`src/design/isp_seq_pkg.sv`:
```
// ----------------------------------------------------------------------------
// isp_seq_pkg
// Shared types and codes for the programming session sequencer.
// ----------------------------------------------------------------------------
package isp_seq_pkg;

   // Width of the target address counter (16..32); it wraps at this width.
   localparam int ADDR_W = 32;

   // Request functions
   localparam logic [2:0] FUNC_SET_LONG = 3'd0;
   localparam logic [2:0] FUNC_CONNECT  = 3'd1;
   localparam logic [2:0] FUNC_RD_FLASH = 3'd2;
   localparam logic [2:0] FUNC_RD_EEP   = 3'd3;
   localparam logic [2:0] FUNC_WR_FLASH = 3'd4;
   localparam logic [2:0] FUNC_WR_EEP   = 3'd5;
   localparam logic [2:0] FUNC_BYTE     = 3'd6;

   // Operations
   localparam logic [2:0] OP_NONE   = 3'd0;
   localparam logic [2:0] OP_RFLASH = 3'd1;
   localparam logic [2:0] OP_REEP   = 3'd2;
   localparam logic [2:0] OP_LOAD   = 3'd3;
   localparam logic [2:0] OP_WFLASH = 3'd4;
   localparam logic [2:0] OP_WEEP   = 3'd5;
   localparam logic [2:0] OP_COMMIT = 3'd6;

   // Status codes
   localparam logic [1:0] ST_OK        = 2'd0;
   localparam logic [1:0] ST_BAD_STATE = 2'd1;
   localparam logic [1:0] ST_COMPLETE  = 2'd2;

   // Session modes
   localparam logic [2:0] MODE_IDLE   = 3'd0;
   localparam logic [2:0] MODE_WFLASH = 3'd1;
   localparam logic [2:0] MODE_RFLASH = 3'd2;
   localparam logic [2:0] MODE_REEP   = 3'd3;
   localparam logic [2:0] MODE_WEEP   = 3'd4;

   typedef struct packed {
      logic [2:0]  func;
      logic [15:0] value;
      logic [15:0] index;
      logic [15:0] length;
      logic [7:0]  data_byte;
   } req_type;

   typedef struct packed {
      logic [2:0]  op;
      logic [31:0] address;
      logic [7:0]  data;
      logic [1:0]  status;
      logic        last;
   } rsp_type;

   // Results of one request: count is 1 or 2, first_rsp goes out first.
   typedef struct packed {
      logic [1:0] count;
      rsp_type    first_rsp;
      rsp_type    second_rsp;
   } step_out_type;

endpackage

```
`src/design/isp_seq_step.sv`:
```
// ----------------------------------------------------------------------------
// isp_seq_step
// Session state and per-request decode; produces one or two operations.
// ----------------------------------------------------------------------------
module isp_seq_step import isp_seq_pkg::*; (
   input  logic         clock,
   input  logic         reset,
   input  logic         accept,
   input  req_type      req,
   output step_out_type step_out
);

   logic [2:0]        mode_ff, mode_in;
   logic [ADDR_W-1:0] next_address_ff, next_address_in;
   logic [15:0]       bytes_left_ff, bytes_left_in;
   logic [11:0]       page_size_ff, page_size_in;
   logic [11:0]       page_left_ff, page_left_in;
   logic              last_block_ff, last_block_in;
   logic              long_mode_ff, long_mode_in;

   logic [15:0]       bytes_dec;
   logic [11:0]       page_dec;
   logic              fin;
   logic              commit;
   logic              open_req;
   logic [2:0]        open_mode;
   logic [2:0]        byte_op;
   logic [1:0]        open_status;
   logic [1:0]        fin_status;
   logic [31:0]       cur_address;

   assign bytes_dec   = bytes_left_ff - 16'd1;
   assign page_dec    = page_left_ff - 12'd1;
   assign fin         = (bytes_dec == 16'd0);
   assign fin_status  = fin ? ST_COMPLETE : ST_OK;
   assign open_status = (req.length == 16'd0) ? ST_COMPLETE : ST_OK;
   assign cur_address = 32'(next_address_ff);

   always_comb begin
      mode_in         = mode_ff;
      next_address_in = next_address_ff;
      bytes_left_in   = bytes_left_ff;
      page_size_in    = page_size_ff;
      page_left_in    = page_left_ff;
      last_block_in   = last_block_ff;
      long_mode_in    = long_mode_ff;
      open_req        = 1'b0;
      open_mode       = MODE_IDLE;
      commit          = 1'b0;
      byte_op         = OP_NONE;

      step_out.count                = 2'd1;
      step_out.first_rsp.op         = OP_NONE;
      step_out.first_rsp.address    = '0;
      step_out.first_rsp.data       = 8'd0;
      step_out.first_rsp.status     = ST_OK;
      step_out.first_rsp.last       = 1'b1;
      step_out.second_rsp.op        = OP_COMMIT;
      step_out.second_rsp.address   = cur_address;
      step_out.second_rsp.data      = req.data_byte;
      step_out.second_rsp.status    = fin_status;
      step_out.second_rsp.last      = 1'b1;

      unique case (req.func)
         FUNC_SET_LONG: begin
            long_mode_in    = 1'b1;
            next_address_in = ADDR_W'({req.index, req.value});
         end
         FUNC_CONNECT: begin
            long_mode_in = 1'b0;
         end
         FUNC_RD_FLASH: begin
            open_req  = 1'b1;
            open_mode = MODE_RFLASH;
         end
         FUNC_RD_EEP: begin
            open_req  = 1'b1;
            open_mode = MODE_REEP;
         end
         FUNC_WR_FLASH: begin
            page_size_in = {req.index[15:12], req.index[7:0]};
            if (req.index[8]) begin
               page_left_in = {req.index[15:12], req.index[7:0]};
            end
            last_block_in = req.index[9];
            open_req      = 1'b1;
            open_mode     = MODE_WFLASH;
         end
         FUNC_WR_EEP: begin
            page_size_in  = 12'd0;
            last_block_in = 1'b0;
            open_req      = 1'b1;
            open_mode     = MODE_WEEP;
         end
         FUNC_BYTE: begin
            if (mode_ff == MODE_IDLE || mode_ff > MODE_WEEP) begin
               step_out.first_rsp.status = ST_BAD_STATE;
            end else begin
               bytes_left_in   = bytes_dec;
               next_address_in = next_address_ff + ADDR_W'(1);
               if (mode_ff == MODE_RFLASH || mode_ff == MODE_REEP) begin
                  byte_op = (mode_ff == MODE_RFLASH) ? OP_RFLASH : OP_REEP;
               end else begin
                  if (mode_ff == MODE_WEEP) begin
                     byte_op = OP_WEEP;
                  end else if (page_size_ff == 12'd0) begin
                     byte_op = OP_WFLASH;
                  end else begin
                     byte_op = OP_LOAD;
                     if (page_dec == 12'd0) begin
                        commit       = 1'b1;
                        page_left_in = page_size_ff;
                     end else begin
                        page_left_in = page_dec;
                     end
                  end
                  if (fin && last_block_ff && (page_left_in != page_size_ff)) begin
                     commit = 1'b1;
                  end
                  step_out.first_rsp.data = req.data_byte;
               end
               if (fin) begin
                  mode_in = MODE_IDLE;
               end
               step_out.first_rsp.op     = byte_op;
               step_out.first_rsp.status = commit ? ST_OK : fin_status;
               step_out.first_rsp.last   = ~commit;
               step_out.count            = commit ? 2'd2 : 2'd1;
            end
         end
         default: begin
         end
      endcase

      if (open_req) begin
         if (!long_mode_ff) begin
            next_address_in = ADDR_W'(req.value);
         end
         bytes_left_in             = req.length;
         mode_in                   = (req.length == 16'd0) ? MODE_IDLE : open_mode;
         step_out.first_rsp.status = open_status;
      end

      // Idle results report the address after this request's update.
      if (step_out.first_rsp.op == OP_NONE) begin
         step_out.first_rsp.address = 32'(next_address_in);
      end else begin
         step_out.first_rsp.address = cur_address;
      end
   end

   always_ff @(posedge clock) begin
      if (reset) begin
         mode_ff         <= MODE_IDLE;
         next_address_ff <= '0;
         bytes_left_ff   <= 16'd0;
         page_size_ff    <= 12'd0;
         page_left_ff    <= 12'd0;
         last_block_ff   <= 1'b0;
         long_mode_ff    <= 1'b0;
      end else if (accept) begin
         mode_ff         <= mode_in;
         next_address_ff <= next_address_in;
         bytes_left_ff   <= bytes_left_in;
         page_size_ff    <= page_size_in;
         page_left_ff    <= page_left_in;
         last_block_ff   <= last_block_in;
         long_mode_ff    <= long_mode_in;
      end
   end

endmodule

```
`src/design/isp_seq_fifo.sv`:
```
// ----------------------------------------------------------------------------
// isp_seq_fifo
// Four-entry result queue; takes one or two results per push.
// ----------------------------------------------------------------------------
module isp_seq_fifo import isp_seq_pkg::*; (
   input  logic         clock,
   input  logic         reset,
   input  logic         push,
   input  step_out_type push_data,
   input  logic         pop,
   output logic         full2,
   output logic         not_empty,
   output rsp_type      head
);

   rsp_type    entry_ff [4];
   logic [1:0] wr_ptr_ff, wr_ptr_in;
   logic [1:0] rd_ptr_ff, rd_ptr_in;
   logic [2:0] count_ff, count_in;
   logic [2:0] push_cnt;
   logic       do_pop;

   assign do_pop    = pop && (count_ff != 3'd0);
   assign push_cnt  = push ? {1'b0, push_data.count} : 3'd0;
   assign wr_ptr_in = wr_ptr_ff + push_cnt[1:0];
   assign rd_ptr_in = rd_ptr_ff + {1'b0, do_pop};
   assign count_in  = count_ff + push_cnt - {2'b00, do_pop};
   // room for two results is kept so a request never has to wait on a pop
   assign full2     = (count_ff > 3'd2);
   assign not_empty = (count_ff != 3'd0);
   assign head      = entry_ff[rd_ptr_ff];

   always_ff @(posedge clock) begin
      if (reset) begin
         wr_ptr_ff <= 2'd0;
         rd_ptr_ff <= 2'd0;
         count_ff  <= 3'd0;
      end else begin
         wr_ptr_ff <= wr_ptr_in;
         rd_ptr_ff <= rd_ptr_in;
         count_ff  <= count_in;
      end
   end

   always_ff @(posedge clock) begin
      if (push) begin
         entry_ff[wr_ptr_ff] <= push_data.first_rsp;
         if (push_data.count == 2'd2) begin
            entry_ff[wr_ptr_ff + 2'd1] <= push_data.second_rsp;
         end
      end
   end

endmodule

```
`src/design/isp_programming_session_sequencer_core.sv`:
```
// ----------------------------------------------------------------------------
// isp_programming_session_sequencer_core
// Turns programming-session requests into target memory operations.
// ----------------------------------------------------------------------------
// One request transfer is taken per clock while req_stall is low. Each
// request is decoded in the cycle it is accepted: session registers update
// on that edge and its one or two results (an operation, plus a page commit
// when the page counter runs out or the last block ends on a partial page)
// are written into a four-entry result queue. Results leave one per clock
// while rsp_stall is low, so the sustained rate is one request per cycle
// when each gives one result, and lower for requests that trigger a commit;
// the single read port of the result queue sets that limit. req_stall rises
// while fewer than two queue entries are free, straight from the queue count.
// With the queue empty, a request's first result is offered the next cycle.
// ----------------------------------------------------------------------------
module isp_programming_session_sequencer_core import isp_seq_pkg::*; (
   input  logic    clock,
   input  logic    reset,
   input  logic    req_valid,
   output logic    req_stall,
   input  req_type req_payload,
   output logic    rsp_valid,
   input  logic    rsp_stall,
   output rsp_type rsp_payload
);

   logic         req_accept;
   step_out_type step_out;
   logic         queue_full2;

   // a request transfer completes when valid is high and we are not stalling
   assign req_stall  = queue_full2;
   assign req_accept = req_valid && !queue_full2;

   // session state and request decode
   isp_seq_step u_step (
      .clock    (clock),
      .reset    (reset),
      .accept   (req_accept),
      .req      (req_payload),
      .step_out (step_out)
   );

   // result queue doubles as the output register
   isp_seq_fifo u_fifo (
      .clock     (clock),
      .reset     (reset),
      .push      (req_accept),
      .push_data (step_out),
      .pop       (!rsp_stall),
      .full2     (queue_full2),
      .not_empty (rsp_valid),
      .head      (rsp_payload)
   );

endmodule

```
`config.mk`:
```
export PLATFORM = sky130hd
export DESIGN_NAME = isp_programming_session_sequencer_core
export DESIGN_NICKNAME = d
export VERILOG_FILES = /design/src/design/isp_seq_pkg.sv /design/src/design/isp_seq_step.sv /design/src/design/isp_seq_fifo.sv /design/src/design/isp_programming_session_sequencer_core.sv
export SDC_FILE = /design/constraint.sdc
export NUM_CORES = 1
export LEC_CHECK = 0
export BUFFER_PORTS_ARGS = -buffer_cell sky130_fd_sc_hd__buf_2
export CAP_MARGIN = 10
export CORE_MARGIN = 1.5
export CORE_UTILIZATION = 59
export CTS_BUF_LIST = sky130_fd_sc_hd__clkbuf_16
export DETAILED_ROUTE_END_ITERATION = 16
export PLACE_DENSITY_LB_ADDON = 0.15
export REMOVE_ABC_BUFFERS = 1
export SLEW_MARGIN = 20
export SYNTH_ARGS = -nofsm -noshare
export SYNTH_HDL_FRONTEND = slang
export SYNTH_SLANG_ARGS = --single-unit
```
`constraint.sdc`:
```
create_clock -name clock -period 6.55 [get_ports clock]
set_clock_uncertainty 0.15 [all_clocks]
set_input_delay 0.9825 -clock clock [delete_from_list [all_inputs] [get_ports clock]]
set_output_delay 0.9825 -clock clock [all_outputs]
set_load 0.02 [all_outputs]
```
==> impl_metrics.env <==
export IMPL_synth_compound_area_share_pct=23.7
export IMPL_core_area_mm2=0.0245
export IMPL_setup_viol_count_final=0
export IMPL_switching_share_pct=34.7
export IMPL_status="finished clean"
export IMPL_n_antenna_cell=0
export IMPL_peakVddDrop_v=0.000204
export IMPL_path_clk_slew_ns=0.06
export IMPL_wl_mm=43.5
export IMPL_p_seq_share_pct=42.0
export IMPL_p_leak_nw=5.89
export IMPL_fin_cells=1884
export IMPL_yosysUniqueCellTypes=74
export IMPL_final_max_slew_viol_count=0
export IMPL_clock_root_buffer="clkbuf_16"
export IMPL_critPathLaunch="u_step.page_left_ff[0]"
export IMPL_async_reset_ff_share_pct=0
export IMPL_io_buffers=110
export IMPL_dp_hpwl_mm=27.7
export IMPL_post_drt_wl_per_cell_um=23.1
export IMPL_yosys_area_share_simple_pct=14.8
export IMPL_arrival_ns=5.26
export IMPL_reg2reg_setup_slack_ns=1.43
export IMPL_grt_pass1_vias=12100
export IMPL_grt_overflow_total=0
export IMPL_p_switching_mw=1.86
export IMPL_ys_warnings_count=0
export IMPL_worstMarginPinSlew_ns=1.12
export IMPL_track_usage_pct=33.2
export IMPL_final_core_util_pct=67.3
export IMPL_synth_area_per_cell_um2=9.88
export IMPL_drtAntennaViolNets=0
export IMPL_critical_path_required_ns=6.69
export IMPL_syn2layout_area_growth_pct=11.1
export IMPL_hold_violations=0
export IMPL_synth_seq_area_share_pct=47.3
export IMPL_synth_edf_count=164
export IMPL_cts_tree="yes"
export IMPL_synth_xor_area_share_pct=1.45
export IMPL_min_period_ns=5.12
export IMPL_crit_reg2reg_launch="u_step.page_left_ff[0]"
export IMPL_synth_top_family_by_area="compound AO/OA/AOI/OAI gates"
export IMPL_hold_class="flip-flop to flip-flop"
export IMPL_fillers=1911
export IMPL_ys_seq_elements=268
export IMPL_remaining_drc_errors=0
export IMPL_end_kind="flip-flop"
export IMPL_combPwrFrac_pct=29.3
export IMPL_slew_headroom_pct=25.5
export IMPL_syn_inst=1500
export IMPL_syn_area_mm2=0.0148
export IMPL_synth_fa_ha_area_share_pct=1.06
export IMPL_powerDensity_mw_per_mm2=326
export IMPL_drive_above_1_share_pct=16.7
export IMPL_gp_congestion=0.938
export IMPL_cts_buffers=28
export IMPL_cts_resized=0
export IMPL_grt_pass1_wl_mm=67.5
export IMPL_finalPower_mw=5.36
export IMPL_firstDrtPassIters=6
export IMPL_grt_antenna_before_repair=0
export IMPL_synthFlopType="edfxtp_1"
export IMPL_crit_type="flip-flop to flip-flop"
export IMPL_finalSetupTns_ns=0
export IMPL_internal_power_mw=3.50
export IMPL_placedCellCount=1832
export IMPL_rr_worst_depth=12
export IMPL_vias=12700
export IMPL_postCtsSetupBuffers=0
export IMPL_vias_per_cell=6.74
export IMPL_floorplan_initialDensity_pct=60.6
export IMPL_rsz0062_at_grt="false"
export IMPL_p_clk_share_pct=28.7
export IMPL_io_pins=111
export IMPL_die_height_um=161
export IMPL_num_rows=57
export IMPL_clk_latency_ns=0.55
export IMPL_clk_path_buf_depth=3
export IMPL_final_common_cell="edfxtp_1"
export IMPL_critical_path_max_fanout=28
export IMPL_die_w_um=161
export IMPL_cts_hold_buf=0
export IMPL_endpoint="u_fifo.entry_ff[2][9]"
export IMPL_cts_sinks=268
export IMPL_critPathLaunchType="flip-flop"
export IMPL_maxCapViolCount=0
export IMPL_synthMuxAreaShare_pct=7.74
export IMPL_final_cell_mix="164 x edfxtp_1, 155 x a21oi_1, 150 x nand2_1"
export IMPL_layout_nets=1613
export IMPL_dieArea_mm2=0.0261
export IMPL_fmax_ghz=0.195
export IMPL_period_share_pct=78.1
export IMPL_grt_max_degree=50
export IMPL_h_tree_depth=1
export IMPL_r2r_end="u_fifo.entry_ff[2][9]"
export IMPL_dr_first_iter_drc_count=1259
==> stage by stage <==
step	area (um2)	worst slack [ns]	hold WS, ns
after floorplan	14300	1.24	0.283
after global placement	15600	1.59	0.291
after detailed placement	15600	1.55	0.301
after CTS	16500	1.51	0.309
after global routing	16500	1.21	0.336
final	16500	1.43	0.308
==> logic make-up after synthesis <==
logic type / Yosys count
buf+inv: 158
fa+ha+maj: 12
xor+xnor: 23
compound gates: 518
flops: 268
mux: 57
simple gates: 464
==> power groups by stage <==
| stage | Combinational (mW) | Sequential [mW] | Clock (mW) |
|---|---|---|---|
| floorplan | 1.07 | 2.22 | 0 |
| global placement | 1.54 | 2.27 | 0 |
| detailed placement | 1.55 | 2.29 | 0 |
| CTS | 1.56 | 2.26 | 1.54 |
| global route | 1.69 | 2.29 | 1.62 |
| finish | 1.57 | 2.26 | 1.54 |
==> worst min path at each step <==
| stage | startpoint | endpoint | slack (ns) | cells after the start |
|---|---|---|---|---|
| 3_3_place_gp | u_fifo.entry_ff[0][43] | u_fifo.entry_ff[0][43] | 0.29 | 2 |
| 6_report | u_fifo.entry_ff[0][43] | u_fifo.entry_ff[0][43] | 0.31 | 2 |
| 5_1_grt | u_fifo.entry_ff[1][43] | u_fifo.entry_ff[1][43] | 0.34 | 2 |
| 4_1_cts | u_fifo.entry_ff[0][43] | u_fifo.entry_ff[0][43] | 0.31 | 2 |
| 3_5_place_dp | u_fifo.entry_ff[2][43] | u_fifo.entry_ff[2][43] | 0.30 | 2 |
| 2_1_floorplan | u_fifo.entry_ff[1][43] | u_fifo.entry_ff[1][43] | 0.28 | 2 |
==> routing by layer <==
metal  routed length [um]  up-vias  part of all wire, %  track usage [%]
met2                21000      684                   48             55.4
met1                17400     6114                   40             44.7
met5                    0        -                    0                0
met3                 3940       96                  9.1             5.19
met4                 1140        0                  2.6             10.2
li1                     -     5800                    -                -
==> cells in the mapped netlist, types with 5 or more instances <==
| library cell | number | share of area [%] |
|---|---|---|
| mux2i_1 | 10 | 0.68 |
| nand4_1 | 10 | 0.42 |
| o211ai_1 | 9 | 0.46 |
| a211oi_1 | 21 | 1.1 |
| o311ai_0 | 5 | 0.30 |
| o41ai_1 | 5 | 0.30 |
| inv_1 | 19 | 0.48 |
| a311oi_1 | 5 | 0.30 |
| clkbuf_1 | 120 | 3.0 |
| buf_1 | 14 | 0.35 |
| o31ai_1 | 9 | 0.46 |
| and4_1 | 8 | 0.47 |
| xnor2_1 | 13 | 0.77 |
| o22ai_1 | 9 | 0.38 |
| nor3_1 | 30 | 1.0 |
| nor4_1 | 16 | 0.68 |
| a22o_1 | 44 | 2.6 |
| dfxtp_1 | 104 | 14 |
| xor2_1 | 9 | 0.53 |
| a22oi_1 | 18 | 0.91 |
| nand2_1 | 154 | 3.9 |
| a2bb2oi_1 | 7 | 0.41 |
| a21o_1 | 35 | 1.8 |
| nand2b_1 | 8 | 0.34 |
| a21boi_0 | 36 | 1.8 |
| mux4_2 | 46 | 7.0 |
| edfxtp_1 | 164 | 33 |
| ha_1 | 11 | 0.93 |
| nor2_1 | 130 | 3.3 |
| nor2b_1 | 10 | 0.42 |
| or3_1 | 10 | 0.42 |
| or4_1 | 9 | 0.46 |
| and2_1 | 8 | 0.34 |
| a21oi_1 | 159 | 5.4 |
| o2bb2ai_1 | 48 | 2.8 |
| a31oi_1 | 10 | 0.42 |
| buf_2 | 5 | 0.17 |
| o21ai_1 | 5 | 0.17 |
| o21ai_0 | 65 | 2.2 |
| nand3_1 | 43 | 1.5 |
==> worst max-delay path: stages, from the launching register on <==
cell       delay (ns)
dfxtp_1          0.38
inv_1            0.14
ha_1             0.31
or3b_1           0.51
o31ai_1          0.31
nand4_1          0.31
nor4_2           0.55
o2111ai_1        0.32
o41a_1           0.52
o21ai_1          0.15
buf_4            0.23
nand2_2          0.53
buf_4            0.45
==> layout make-up <==
cell class	count	area [um2]	area share [%]
repair buffers	147	831	5.04
clock inverters	24	185	1.12
inverters	19	71.3	0.433
flip-flops and latches	268	7010	42.6
well taps	324	405	2.46
clock buffers	28	701	4.25
multi-input cells	1074	7270	44.1
==> flip-flops by register name (all words and copies together) (netlist names) <==
signal / flops
u_step.page_size_ff: 12
u_fifo.count_ff: 3
u_fifo.entry_ff: 184
u_step.mode_ff: 3
u_step.long_mode_ff: 1
u_step.page_left_ff: 12
u_step.cur_address: 32
u_step.last_block_ff: 1
u_fifo.rd_ptr_ff: 2
u_step.bytes_left_ff: 16
u_fifo.wr_ptr_ff: 2
(Power assumes the default switching activity.)
